## src/sv/radio_tx_retry_and_link_stats_core_defines.svh

```systemverilog
// ------------------------------------------------------------------------
// Assertion macros for the radio transmit retry / link stats core
// Short wrappers for clocked implication checks, disabled during reset.
// ------------------------------------------------------------------------
`ifndef RADIO_TX_RETRY_AND_LINK_STATS_CORE_DEFINES_SVH
`define RADIO_TX_RETRY_AND_LINK_STATS_CORE_DEFINES_SVH

// Same-cycle implication: when ante holds, cons holds on that edge
`define RTLS_ASSERT_SAME(lbl, ante, cons) \
  lbl: assert property (@(posedge clk) disable iff (!rst_n) (ante) |-> (cons)) \
    else $error("rtls same-cycle check failed");

// Next-cycle implication: when ante holds, cons holds on the following edge
`define RTLS_ASSERT_NEXT(lbl, ante, cons) \
  lbl: assert property (@(posedge clk) disable iff (!rst_n) (ante) |=> (cons)) \
    else $error("rtls next-cycle check failed");

`endif

```

## src/sv/rtls_pkg.sv

```systemverilog
// ------------------------------------------------------------------------
// rtls_pkg
// Types and constants for the radio transmit retry and link stats core.
// ------------------------------------------------------------------------
package rtls_pkg;

  // Statistics counter width (counters wrap at this width)
  localparam int COUNT_BITS = 16;
  // Width of the statistics fields on the result beat
  localparam int STAT_W     = 16;

  localparam int INTERVAL_W = 16;
  localparam int RETRY_W    = 8;
  localparam int IDLE_W     = 16;
  localparam int PID_W      = 2;
  localparam int MODE_W     = 3;

  // Command codes
  localparam logic CMD_TICK         = 1'b0;
  localparam logic CMD_RESERVE_FAIL = 1'b1;

  // Link mode code for unreliable messages
  localparam logic [MODE_W-1:0] MODE_UNRELIABLE = '0;

  localparam logic [INTERVAL_W-1:0] REPORT_INTERVAL_RST = 16'd8759;
  localparam logic [RETRY_W-1:0]    RETRY_STEP          = 8'd8;

  // Input beat
  typedef struct packed {
    logic              command;
    logic              head_valid;
    logic [MODE_W-1:0] head_retry_mode;
    logic              head_is_status;
    logic              radio_ack;
    logic              reserve_ok;
  } rtls_in_t;

  // Result beat
  typedef struct packed {
    logic              send_attempt;
    logic              new_setup;
    logic [PID_W-1:0]  packet_id;
    logic              purged;
    logic              lost;
    logic              status_emit;
    logic [STAT_W-1:0] success_count;
    logic [STAT_W-1:0] failure_count;
    logic [STAT_W-1:0] lost_count;
    logic [STAT_W-1:0] overflow_count;
  } rtls_out_t;

endpackage

```

## src/sv/radio_tx_retry_and_link_stats_core.sv

```systemverilog
// Output: registered; the result beat appears in the cycle after its input beat is accepted.
// Throughput: one beat per cycle while out_ready holds; the result register frees
//   in the same cycle it is taken, so input and output stream back to back.
// Reset: synchronous, active low; clears the held message, retry budget,
//   idle count, packet id, statistics and sets report_interval to 8759.
// ------------------------------------------------------------------------
// radio_tx_retry_and_link_stats_core
// Per-tick transmit controller: retry of a held message, setup of the
// queue head with a rolling packet id, periodic status reports, and
// wrapping link statistics.
// ------------------------------------------------------------------------
`include "radio_tx_retry_and_link_stats_core_defines.svh"

module radio_tx_retry_and_link_stats_core
  import rtls_pkg::*;
(
  input  logic                  clk,
  input  logic                  rst_n,
  // input channel
  input  logic                  in_valid,
  output logic                  in_ready,
  input  rtls_in_t              in_data,
  // result channel
  output logic                  out_valid,
  input  logic                  out_ready,
  output rtls_out_t             out_data,
  // configuration
  input  logic                  cfg_wr_en,
  input  logic [INTERVAL_W-1:0] cfg_wr_data
);

  logic [INTERVAL_W-1:0] report_interval_r;
  logic                  holding_r, holding_nxt;
  logic [RETRY_W-1:0]    retry_left_r, retry_left_nxt;
  logic [IDLE_W-1:0]     idle_ticks_r, idle_ticks_nxt;
  logic [PID_W-1:0]      next_pid_r, next_pid_nxt;
  logic [COUNT_BITS-1:0] acks_r, acks_nxt;
  logic [COUNT_BITS-1:0] nacks_r, nacks_nxt;
  logic [COUNT_BITS-1:0] drops_r, drops_nxt;
  logic [COUNT_BITS-1:0] rsv_fails_r, rsv_fails_nxt;

  logic                  out_valid_r;
  rtls_out_t             out_data_r, out_data_nxt;

  logic                  in_fire;
  logic [IDLE_W-1:0]     idle_inc;
  logic [RETRY_W-1:0]    retry_dec;

  // Handshake: take a beat whenever the result register is empty or draining
  assign in_ready  = !out_valid_r || out_ready;
  assign in_fire   = in_valid && in_ready;
  assign out_valid = out_valid_r;
  assign out_data  = out_data_r;

  assign idle_inc  = idle_ticks_r + 1'b1;
  assign retry_dec = retry_left_r - RETRY_STEP;

  // Per-beat decision and state update
  always_comb begin
    holding_nxt    = holding_r;
    retry_left_nxt = retry_left_r;
    idle_ticks_nxt = idle_ticks_r;
    next_pid_nxt   = next_pid_r;
    acks_nxt       = acks_r;
    nacks_nxt      = nacks_r;
    drops_nxt      = drops_r;
    rsv_fails_nxt  = rsv_fails_r;

    out_data_nxt              = '0;

    if (in_data.command == CMD_RESERVE_FAIL) begin
      rsv_fails_nxt = rsv_fails_r + 1'b1;
    end else begin
      idle_ticks_nxt = idle_inc;
      if (holding_r) begin
        // retry path; zero budget means resend without decrement
        if (retry_left_r != '0) begin
          retry_left_nxt = retry_dec;
        end
        if (retry_left_r != '0 && retry_dec == '0) begin
          drops_nxt           = drops_r + 1'b1;
          holding_nxt         = 1'b0;
          out_data_nxt.purged = 1'b1;
          out_data_nxt.lost   = 1'b1;
        end else begin
          out_data_nxt.send_attempt = 1'b1;
          if (in_data.radio_ack) begin
            acks_nxt            = acks_r + 1'b1;
            holding_nxt         = 1'b0;
            out_data_nxt.purged = 1'b1;
          end else begin
            nacks_nxt = nacks_r + 1'b1;
          end
        end
      end else if (in_data.head_valid) begin
        // set up and send the queue head
        out_data_nxt.new_setup    = 1'b1;
        out_data_nxt.packet_id    = next_pid_r;
        out_data_nxt.send_attempt = 1'b1;
        next_pid_nxt              = next_pid_r + 1'b1;
        if (in_data.radio_ack) begin
          acks_nxt = acks_r + 1'b1;
        end else begin
          nacks_nxt = nacks_r + 1'b1;
        end
        if (!in_data.radio_ack && in_data.head_retry_mode != MODE_UNRELIABLE) begin
          retry_left_nxt = {in_data.head_retry_mode, {(RETRY_W-MODE_W){1'b0}}};
          holding_nxt    = 1'b1;
        end else begin
          if (in_data.radio_ack && in_data.head_is_status) begin
            idle_ticks_nxt = '0;
            acks_nxt       = '0;
            nacks_nxt      = '0;
            drops_nxt      = '0;
            rsv_fails_nxt  = '0;
          end
          if (!in_data.radio_ack) begin
            drops_nxt         = drops_r + 1'b1;
            out_data_nxt.lost = 1'b1;
          end
          out_data_nxt.purged = 1'b1;
        end
      end else if (idle_inc > report_interval_r) begin
        // periodic status report, if the outbox has room
        if (in_data.reserve_ok) begin
          out_data_nxt.status_emit = 1'b1;
        end else begin
          rsv_fails_nxt = rsv_fails_r + 1'b1;
        end
      end
    end

    out_data_nxt.success_count  = STAT_W'(acks_nxt);
    out_data_nxt.failure_count  = STAT_W'(nacks_nxt);
    out_data_nxt.lost_count     = STAT_W'(drops_nxt);
    out_data_nxt.overflow_count = STAT_W'(rsv_fails_nxt);
  end

  // Configuration register
  always_ff @(posedge clk) begin
    if (!rst_n) begin
      report_interval_r <= REPORT_INTERVAL_RST;
    end else if (cfg_wr_en) begin
      report_interval_r <= cfg_wr_data;
    end
  end

  // Controller state and statistics
  always_ff @(posedge clk) begin
    if (!rst_n) begin
      holding_r    <= 1'b0;
      retry_left_r <= '0;
      idle_ticks_r <= '0;
      next_pid_r   <= '0;
      acks_r       <= '0;
      nacks_r      <= '0;
      drops_r      <= '0;
      rsv_fails_r  <= '0;
    end else if (in_fire) begin
      holding_r    <= holding_nxt;
      retry_left_r <= retry_left_nxt;
      idle_ticks_r <= idle_ticks_nxt;
      next_pid_r   <= next_pid_nxt;
      acks_r       <= acks_nxt;
      nacks_r      <= nacks_nxt;
      drops_r      <= drops_nxt;
      rsv_fails_r  <= rsv_fails_nxt;
    end
  end

  // Result register valid
  always_ff @(posedge clk) begin
    if (!rst_n) begin
      out_valid_r <= 1'b0;
    end else if (in_fire) begin
      out_valid_r <= 1'b1;
    end else if (out_ready) begin
      out_valid_r <= 1'b0;
    end
  end

  // Result register payload
  always_ff @(posedge clk) begin
    if (in_fire) begin
      out_data_r <= out_data_nxt;
    end
  end

  // Checks
  // held message always has a nonzero budget on an 8-step grid
  `RTLS_ASSERT_SAME(a_hold_budget, holding_r,
    (retry_left_r != '0) && (retry_left_r[2:0] == 3'b000))
  // reservation failure beat raises no flags
  `RTLS_ASSERT_NEXT(a_rsv_fail_quiet, in_fire && (in_data.command == CMD_RESERVE_FAIL),
    out_valid_r && !out_data_r.send_attempt && !out_data_r.purged &&
    !out_data_r.status_emit && !out_data_r.new_setup && !out_data_r.lost)
  // a setup always sends, never reports
  `RTLS_ASSERT_SAME(a_setup_sends, out_valid_r && out_data_r.new_setup,
    out_data_r.send_attempt && !out_data_r.status_emit)
  // a lost message is always purged
  `RTLS_ASSERT_SAME(a_lost_purged, out_valid_r && out_data_r.lost, out_data_r.purged)

endmodule

```

## config.mk

```make
export PLATFORM = sky130hd
export DESIGN_NAME = radio_tx_retry_and_link_stats_core
export DESIGN_NICKNAME = d
export VERILOG_FILES = /design/src/sv/rtls_pkg.sv /design/src/sv/radio_tx_retry_and_link_stats_core.sv
export VERILOG_INCLUDE_DIRS = /design/src /design/src/sv
export SDC_FILE = /design/constraint.sdc
export NUM_CORES = 1
export LEC_CHECK = 0
export ABC_CLOCK_PERIOD_IN_PS = 6630
export BUFFER_PORTS_ARGS = -buffer_cell sky130_fd_sc_hd__buf_2
export CORE_ASPECT_RATIO = 0.7
export CORE_MARGIN = 2
export CORE_UTILIZATION = 58
export CTS_BUF_LIST = sky130_fd_sc_hd__clkbuf_8
export DETAILED_ROUTE_END_ITERATION = 6
export GPL_TIMING_DRIVEN = 0
export PLACE_DENSITY = 0.79
export SYNTH_ARGS = -nofsm -noshare
export SYNTH_HDL_FRONTEND = slang
export SYNTH_SLANG_ARGS = --single-unit
```

## constraint.sdc

```tcl
create_clock -name clk -period 6.63 [get_ports clk]
set_clock_uncertainty 0.05 [all_clocks]
set_input_delay 0.663 -clock clk [delete_from_list [all_inputs] [get_ports clk]]
set_output_delay 0.663 -clock clk [all_outputs]
set_load 0.005 [all_outputs]
```

==> metrics.md <==
| Metric | Value |
|---|---|
| Core area | `16200 sq um` |
| Largest net degree at the start of global routing | `between 50 and 60` |
| FF-to-FF Start | `idle_ticks_r[2]` |
| Total Wirelength | `~26 mm` |
| Fmax | `0.231 GHz` |
| CTS sink cnt | `around 180` |
| Post-Synthesis Cell Area | `approximately 9600 sq um` |
| Lkg Pwr | `approximately 4.2 nW` |
| Net total in the final layout | `between 1000 and 1500` |
| Reg2Reg Depth | `15` |
| RR Endpoint | `out_data[14]` |
| Max-slew headroom | `a little under half` |
| Filler cell count | `between 1000 and 1500` |
| Count leader, synth | `nand2_1` |
| Vias/cell | `approximately 6.3` |
| CP Launch Point | `idle_ticks_r[2]` |
| Post-synth top area share | `22.2%` |
| Iter 0 DRT Violations | `about 1100` |
| Layout cells sized above 1 | `about 16%` |
| Final Critical Period | `between 4 and 5 ns` |
| Vias in the first global route | `around 8100` |
| Num ports | `between 100 and 150` |
| CTS Buffer Depth | `2` |
| H-tree lvl count | `4` |
| DRT Pass-1 Iters | `6` |
| Hold buffers post-CTS | `0` |
| Max VDD drop | `between 0.1 and 0.15 mV` |
| Final TNS setup | `0 ns` |
| Async SR Flop Fraction | `0%` |
| Chip width | `158 microns` |
| Post-synthesis sequential area ratio | `44.0%` |
| Critical path required time | `between 6 and 7 ns` |
| GRT overflow | `0` |
| Die Area | `roughly 18000 sq um` |
| Synth top area cells | `edfxtp_1, dfxtp_1, a21oi_1` |
| Total number of vias | `approximately 9200` |
| Post-synth top cells | `nand2_1, dfxtp_1, nor2_1` |
| Layout area overhead | `12.3%` |
| Hold crit path type | `input port to flop` |
| Initial antenna violation count | `0` |
| Avg Cell Area, Syn | `just under 9 sq um` |
| Crit path capture type | `flop` |
| Dpl hpwl | `roughly 19 mm` |
| Top_reg_cell synth | `dfxtp_1` |
| Clk Tree Root Cell | `clkbuf_8` |
| CTS resizes | `0` |
| Final setup fails | `0` |
| Gpl congestion | `around 0.97` |
| Number of synthesized flops with an enable pin | `71` |
| Placed cells | `approximately 1400` |
| Final Core Density | `66.5%` |
| Die Span Y | `112 microns` |
| Wire per inst | `between 15 and 20 microns` |
| First-pass GRT wire length | `42.1 mm` |
| Final hold viol count | `0` |
| Tot GR Track Use | `between 30% and 40%` |
| Max capacitance violation total | `0` |
| Worst setup SP type | `flop` |
| Clk_lat worst skew | `around 0.48 ns` |
| Worst-margin pin slew | `roughly 0.82 ns` |
| CP arrival | `between 4 and 5 ns` |
| Max Fanout on Critical Path | `10` |
| Crit path to | `out_data[14]` |
| TritonCTS clock tree | `done` |
| Status | `completed` |
| Clock transition at path regs | `approximately 0.09 ns` |
| Post-synthesis cell type count | `84` |
| RSZ-0062 raised after global routing | `no` |
| Yosys top cell by area | `edfxtp_1` |
| ANT cells | `0` |
| Synthesized instance count | `between 1000 and 1500` |
| Pwr/cell area | `200 nW/um^2` |
| # port buffers | `99` |
| DRC | `0` |
| Synth Warn # | `0` |
| Syn_nets | `about 1100` |
| Setup CP Type | `flop to flop` |
| CTS Buf Count | `17` |
| Layout Cells excl Fill | `between 1000 and 1500` |
| # rows | `39` |
| DRT antenna net count | `0` |
| Tcrit/Tclk final | `between 60% and 70%` |
| #FFs+latches synth | `about 180` |
| Post-CTS Setup Repair Bufs | `0` |
| Initial Utilization | `between 50% and 60%` |
| Reg2Reg Setup Slack | `2.30 ns` |
| Hold WS | `~0.36 ns` |
| Pins over their slew limit | `0` |
==> through the flow <==
stage | setup slack (ns) | cell area (sq um) | total power, mW
2_1_floorplan | 2.75 | 9620 | 1.35
3_3_place_gp | 1.53 | 10400 | 1.44
3_5_place_dp | 2.46 | 10400 | 1.44
4_1_cts | 2.43 | 10800 | 2.16
5_1_grt | 2.15 | 10800 | 2.23
6_report | 2.30 | 10800 | 2.16
==> report_power, final <==
group / switching (mW) / internal (mW)
registers: 0.0198 / 1.17
logic: 0.161 / 0.0774
clock network: 0.401 / 0.334
==> cell type report <==
class / count / area (sq um) / area share (%)
Buffer: 71 / 338 / 3.13
Multi-Input combinational cell: 812 / 4910 / 45.4
Tap cell: 225 / 282 / 2.61
Clock inverter: 11 / 87.6 / 0.811
Timing Repair Buffer: 100 / 523 / 4.84
Inverter: 37 / 141 / 1.31
Sequential cell: 176 / 4230 / 39.2
Clock buffer: 21 / 289 / 2.67
==> sequential cells by signal, indices dropped and copies added (netlist names) <==
signal and count:
acks_r 16, drops_r 16, holding_r 1, idle_ticks_r 16, nacks_r 16, next_pid_r 2, out_data 71, out_valid 1
report_interval_r 16, retry_left_r 5, rsv_fails_r 16
==> layout by cell type, fill, tap and decap left out, types with 21 or more instances in the layout <==
cell type,n
o21ai_0,71
clkbuf_1,39
nand3_1,46
nand2_1,116
buf_2,114
inv_1,36
and3_1,34
nor2_1,103
edfxtp_1,71
ha_1,22
nor3_1,33
a21oi_1,100
dfxtp_1,105
clkbuf_8,21
o21ai_1,21
==> worst min-delay path by stage <==
stage               startpoint                    to  slack [ns]  cells after the start
2_1_floorplan  retry_left_r[4]       retry_left_r[4]        0.40                      2
3_3_place_gp   retry_left_r[4]       retry_left_r[4]        0.41                      2
3_5_place_dp   retry_left_r[4]       retry_left_r[4]        0.42                      2
4_1_cts         cfg_wr_data[2]  report_interval_r[2]        0.35                      3
5_1_grt         cfg_wr_data[4]  report_interval_r[4]        0.36                      3
6_report        cfg_wr_data[2]  report_interval_r[2]        0.36                      3
==> metal layers <==
metal  vias up  track usage, %  wire [microns]
met1      4260            46.6           11900
met5         -               0               0
met3        59            7.90            3010
met2       551            42.0           10900
li1       4285               -               -
met4         0            7.81             525
==> cell families after synthesis <==
logic type               synth area share (%)
XOR/XNOR                                 1.73
AO/OA/AOI/OAI                            22.4
multiplexers                             2.16
buffers and inverters                    4.94
flip-flops                               44.0
adder cells (fa/ha/maj)                  2.86
AND/OR/NAND/NOR                          21.9
==> critical path, stage by stage (launching register included) <==
cell and delay (ns):
dfxtp_1 0.44, and3_1 0.22, and3_1 0.16, clkbuf_1 0.24, and4_1 0.34, and3_1 0.23
xor2_1 0.19, ha_1 0.27, a21oi_1 0.14, nor2b_1 0.05, o21ai_0 0.31, nand4_1 0.33
buf_4 0.29, a31o_2 0.21, nor4b_1 0.14, a311oi_1 0.46
Note: power is estimated with default switching activity, not from simulation.
